<file path="src/sv/spatial_cell_list_binning_defines.svh">
// assertion macros for the cell list binning block
// no dependencies; included by files that carry assertions
`ifndef SPATIAL_CELL_LIST_BINNING_DEFINES_SVH
`define SPATIAL_CELL_LIST_BINNING_DEFINES_SVH
`ifndef NO_ASSERTIONS
`define SCB_ASSERT_SAME(lbl, ante, cons) \
    lbl: assert property (@(posedge i_clk) disable iff (!i_rst_n) (ante) |-> (cons)) \
        else $error("scb check failed");
`define SCB_ASSERT_NEXT(lbl, ante, cons) \
    lbl: assert property (@(posedge i_clk) disable iff (!i_rst_n) (ante) |=> (cons)) \
        else $error("scb check failed");
`else
`define SCB_ASSERT_SAME(lbl, ante, cons)
`define SCB_ASSERT_NEXT(lbl, ante, cons)
`endif
`endif

</file>
<file path="src/sv/scb_pkg.sv">
// shared types and constants for the cell list binning block
// no dependencies
`timescale 1ns / 1ps
package scb_pkg;
    localparam int MAX_AGENTS = 1024;
    localparam int MAX_CELLS  = 1024;
    localparam int LINK_DEPTH = MAX_AGENTS + 2 * MAX_CELLS;
    localparam int HEAD_BASE  = MAX_AGENTS;
    localparam int TAIL_BASE  = MAX_AGENTS + MAX_CELLS;
    localparam int LINK_W     = 12;
    localparam int AGENT_W    = 10;
    localparam int CELL_W     = 10;
    localparam int POS_W      = 24;
    localparam int DIM_W      = 6;
    localparam int BIN_W      = 5;
    localparam int QUO_W      = 6;

    localparam logic [2:0] OP_ADD    = 3'd0;
    localparam logic [2:0] OP_UPDATE = 3'd1;
    localparam logic [2:0] OP_DELETE = 3'd2;
    localparam logic [2:0] OP_READ   = 3'd3;
    localparam logic [2:0] OP_QUERY  = 3'd4;

    localparam logic [1:0] CFG_ACROSS = 2'd0;
    localparam logic [1:0] CFG_DOWN   = 2'd1;
    localparam logic [1:0] CFG_WIDTH  = 2'd2;
    localparam logic [1:0] CFG_HEIGHT = 2'd3;

    typedef struct packed {
        logic [2:0]        opcode;
        logic [AGENT_W-1:0] agent_id;
        logic [POS_W-1:0]  pos_x;
        logic [POS_W-1:0]  pos_y;
        logic [LINK_W-1:0] link_index;
    } t_item;

    typedef struct packed {
        logic              status;
        logic [LINK_W-1:0] link_value;
        logic [BIN_W-1:0]  cell_col;
        logic [BIN_W-1:0]  cell_row;
        logic              last;
    } t_result;

    function automatic logic [DIM_W-1:0] dim_clamp(input logic [DIM_W-1:0] r);
        logic [DIM_W-1:0] d;
        d = r;
        if (r == '0) d = DIM_W'(1);
        else if (r > DIM_W'(32)) d = DIM_W'(32);
        return d;
    endfunction
endpackage

</file>
<file path="src/sv/scb_bin_div.sv">
// restoring divider that turns a position into a clamped grid bin
// depends on scb_pkg
`timescale 1ns / 1ps
module scb_bin_div (
    input  logic                      i_clk,
    input  logic                      i_rst_n,
    input  logic                      i_go,
    input  logic [scb_pkg::POS_W-1:0] i_pos,
    input  logic [scb_pkg::POS_W-1:0] i_size,
    input  logic [scb_pkg::DIM_W-1:0] i_dim,
    output logic                      o_done,
    output logic [scb_pkg::BIN_W-1:0] o_bin
);
    localparam int DIV_W = scb_pkg::POS_W + scb_pkg::QUO_W;

    logic                      r_busy;
    logic [2:0]                r_step;
    logic                      r_done;
    logic [scb_pkg::POS_W-1:0] r_rem;
    logic [DIV_W-1:0]          r_div;
    logic [scb_pkg::QUO_W-1:0] r_quo;
    logic                      r_ovf;
    logic [scb_pkg::DIM_W-1:0] r_dim;
    logic                      ge;

    assign ge = {{scb_pkg::QUO_W{1'b0}}, r_rem} >= r_div;

    always_ff @(posedge i_clk) begin
        if (!i_rst_n) begin
            r_busy <= 1'b0;
            r_step <= '0;
            r_done <= 1'b0;
        end else begin
            r_done <= 1'b0;
            if (i_go) begin
                r_busy <= 1'b1;
                r_step <= '0;
            end else if (r_busy) begin
                r_step <= r_step + 3'd1;
                if (r_step == 3'(scb_pkg::QUO_W)) begin
                    r_busy <= 1'b0;
                    r_done <= 1'b1;
                end
            end
        end
    end

    // first step only checks for a quotient past six bits
    always_ff @(posedge i_clk) begin
        if (i_go) begin
            r_rem <= i_pos;
            r_div <= {i_size, {scb_pkg::QUO_W{1'b0}}};
            r_quo <= '0;
            r_ovf <= 1'b0;
            r_dim <= i_dim;
        end else if (r_busy) begin
            r_div <= r_div >> 1;
            if (r_step == 3'd0) begin
                r_ovf <= ge;
            end else begin
                r_quo <= {r_quo[scb_pkg::QUO_W-2:0], ge};
                if (ge) r_rem <= r_rem - r_div[scb_pkg::POS_W-1:0];
            end
        end
    end

    always_comb begin
        if (r_ovf || r_quo >= r_dim) o_bin = scb_pkg::BIN_W'(r_dim - 6'd1);
        else o_bin = r_quo[scb_pkg::BIN_W-1:0];
    end
    assign o_done = r_done;
endmodule

</file>
<file path="config.mk">
export PLATFORM = sky130hd
export DESIGN_NAME = scb_bin_div
export DESIGN_NICKNAME = d
export VERILOG_FILES = /design/src/sv/spatial_cell_list_binning_defines.svh /design/src/sv/scb_pkg.sv /design/src/sv/scb_bin_div.sv
export SDC_FILE = /design/constraint.sdc
export NUM_CORES = 1
export LEC_CHECK = 0
export BUFFER_PORTS_ARGS = -buffer_cell sky130_fd_sc_hd__buf_2
export CAP_MARGIN = 20
export CORE_MARGIN = 2
export CORE_UTILIZATION = 63
export DETAILED_ROUTE_END_ITERATION = 7
export PLACE_DENSITY = 0.89
export SYNTH_ARGS = -nofsm -noshare
export SYNTH_HDL_FRONTEND = slang
export SYNTH_SLANG_ARGS = --single-unit
</file>
<file path="constraint.sdc">
create_clock -name i_clk -period 9.13 [get_ports i_clk]
set_input_delay 0.4565 -clock i_clk [delete_from_list [all_inputs] [get_ports i_clk]]
set_output_delay 0.4565 -clock i_clk [all_outputs]
set_load 0.005 [all_outputs]
</file>
==> summary.md <==
| Metric | Value |
|---|---|
| IO Count | `63` |
| Initial Util | `0.641` |
| Pin count of the biggest net entering global routing | `99` |
| Synth warnings | `0` |
| Worst Hold Class | `in2reg` |
| # hold bufs at CTS | `0` |
| Post-synth EDFFs | `54` |
| Total Wirelength | `10.2 mm` |
| Diodes inserted | `0` |
| Final Cycle Share | `0.359` |
| Die Y | `89.4 microns` |
| Syn nets | `566` |
| First-pass GRT wire length | `16.4 mm` |
| Register area share after synthesis | `0.431` |
| Status | `complete, no violations` |
| CTS tree | `yes` |
| CP Max Fanout | `14` |
| Min Hold Slack | `274 ps` |
| Worst setup SP type | `flip-flop` |
| RSZ-0062 raised after global routing | `false` |
| Initial antenna violation count | `0` |
| Top-count cell post-synth | `nand2_1` |
| Critical path data arrival time | `3320 ps` |
| Fin nets | `621` |
| Post-CTS Resized | `0` |
| Worst Max-Slew Pin Slew | `954 ps` |
| Core area | `0.00718 sq mm` |
| Most frequent CP cell | `o21ai_2` |
| CP max stage cell | `o21ai_2` |
| Clk slew on worst S/H paths | `80 ps` |
| Mapped cell area | `0.00460 sq mm` |
| Avg WL per Cell | `16.1 microns` |
| Crit. End Element | `flip-flop` |
| Gpl congestion | `0.882` |
| Final Cell Area | `0.00518 sq mm` |
| Max VDD drop | `110 uV` |
| Number of fill cells in the layout | `514` |
| Post-synth top area share | `0.353` |
| Syn Inst Count | `474` |
| Largest stage delay on the critical path | `510 ps` |
| First-pass DRT Iterations | `5` |
| Synth Register Bits | `72` |
| DR vias | `3,755` |
| Pleak | `2.13 nW` |
| Die extent in x | `89.4 microns` |
| CTS root buffer | `clkbuf_8` |
| Relative slew slack | `0.361` |
| H-tree depth | `3` |
| Crit Path Class | `reg2reg` |
| HPWL after DPL | `7.40 mm` |
| Setup_tns | `0 ps` |
| Clock Latency Late Sink | `350 ps` |
| Layout cell share with drive strength beyond 1 | `0.189` |
| DR vias/cell | `5.93` |
| Synth cell count leaders | `58 x nand2_1, 54 x edfxtp_1, 40 x inv_1` |
| Total gr overflow | `0` |
| P&R area growth vs syn | `12.7%` |
| Total power | `954 uW` |
| Synth async-reset ratio | `0` |
| Skew final | `11.0 ps` |
| Power per cell area | `184 mW/mm^2` |
| Cell variety after synth | `63` |
| Post-CTS Setup Bufs | `0` |
| Max clock buf depth | `2` |
| Max-slew violations | `0` |
| Detail Route Antenna Nets | `0` |
| Util after Layout | `0.722` |
| Final setup viols | `0` |
| GRT Util Overall | `0.268` |
| Max cap viols | `0` |
| Synth area leader | `edfxtp_1` |
| Number of I/O port buffers | `62` |
| Data required, critical path | `9170 ps` |
| Cells along the critical path | `inv_1 > ha_1 > fa_1 > nand2b_1 > a211oi_4 > nor3_2 > nor4b_4 > o21ai_2 > o21ai_2 > buf_4` |
| Final Hold Viols | `0` |
| Vias in the first global route | `3,580` |
| Initial DRC count | `290` |
| Synth area leaders | `edfxtp_1 35%, ha_1 9.3%, dfxtp_1 7.8%, nand2_1 4.7%, inv_1 3.3%` |
| Crit path time final | `3270 ps` |
| # DRC | `0` |
| Fmax | `305 MHz` |
| Die area | `0.00800 sq mm` |
| Clock Sinks | `72` |
| Total CTS buffers | `9` |
| Primary FF master, synth | `edfxtp_1` |
| Post-DP Area | `0.00497 sq mm` |
| # rows | `31` |
| Mean Syn Cell Area | `9.70 sq um` |
## metal layers
| layer | GRT usage | routed length [microns] | vias up |
|---|---|---|---|
| li1 | - | - | 1840 |
| met1 | 0.366 | 4460 | 1777 |
| met2 | 0.431 | 4950 | 118 |
| met3 | 0.0388 | 561 | 20 |
| met4 | 0.110 | 245 | 0 |
| met5 | 0 | 0 | - |
## path summary, 6_finish.rpt
kind | depth (start not counted) | end | slack, ps | from
max | 10 | r_rem[10] | 5860 | r_rem[0]
min | 1 | r_dim[4] | 270 | i_dim[4]
max reg2reg | 10 | r_rem[10] | 5860 | r_rem[0]
min reg2reg | 2 | r_quo[5] | 480 | r_quo[5]
## critical path: cells and delay by family (launching register included)
family	cells	cell delay [ps]
compound gates	3	950
simple gates	3	670
fa+ha+maj	2	610
buf+inv	2	400
flops	1	330
## flip-flops by register name, indices dropped and copies added, names as in the netlist
name,flops
r_quo,6
r_dim,6
r_rem,24
r_ovf,1
r_step,3
o_done,1
r_div,30
r_busy,1
## metrics by stage
stage,cells,setup slack (ps)
after floorplan,474,5030
after global placement,616,5810
after detailed placement,616,5640
after CTS,632,5850
after global routing,633,5640
final,633,5860
## cells by family after synthesis
group                    after synthesis  synth area share
AO/OA/AOI/OAI                        132             0.207
adder cells (fa/ha/maj)               35            0.0969
XOR/XNOR                              17            0.0324
AND/OR/NAND/NOR                      142             0.151
buffers and inverters                 62            0.0512
multiplexers                          14            0.0313
flip-flops                            72             0.431
## cells in the final DEF (no fill, tap or decap), types with 3 or more instances in the layout
cell	synthesis	layout
buf_2	2	62
nor4_1	3	3
a211oi_1	4	4
nand3_1	15	15
inv_1	40	40
clkbuf_8	0	9
mux2_2	3	3
o21ai_1	3	3
o22ai_1	3	3
clkinv_1	1	3
xor2_1	7	7
xnor2_1	10	10
mux2i_1	11	11
o21a_1	7	7
o21ai_0	26	25
dfxtp_1	18	18
a21oi_1	26	26
a22o_1	12	12
o211ai_1	3	3
o31ai_1	13	13
a311oi_1	4	4
nor2_1	30	30
nand4_1	3	3
nor3_1	8	8
ha_1	34	34
nand2_1	58	58
nand2b_1	6	6
and2_1	4	4
and3_1	4	4
edfxtp_1	54	54
a21o_1	8	8
## power breakdown
part           internal [mW]  switching (mW)  leakage, nW
registers              0.390          0.0145        0.693
clock network          0.126           0.128       0.0949
logic                  0.119           0.176         1.34
total                  0.635           0.318         2.13
## area by class of cell
class	instances	area, sq um	share of cell area
Clock buffer	9	124	0.0239
Timing Repair Buffer	65	340	0.0657
Multi-Input combinational cell	340	2380	0.460
Clock inverter	7	71.3	0.0138
Tap cell	99	124	0.0239
Inverter	41	154	0.0297
Sequential cell	72	1980	0.383
(Power assumes the default switching activity.)
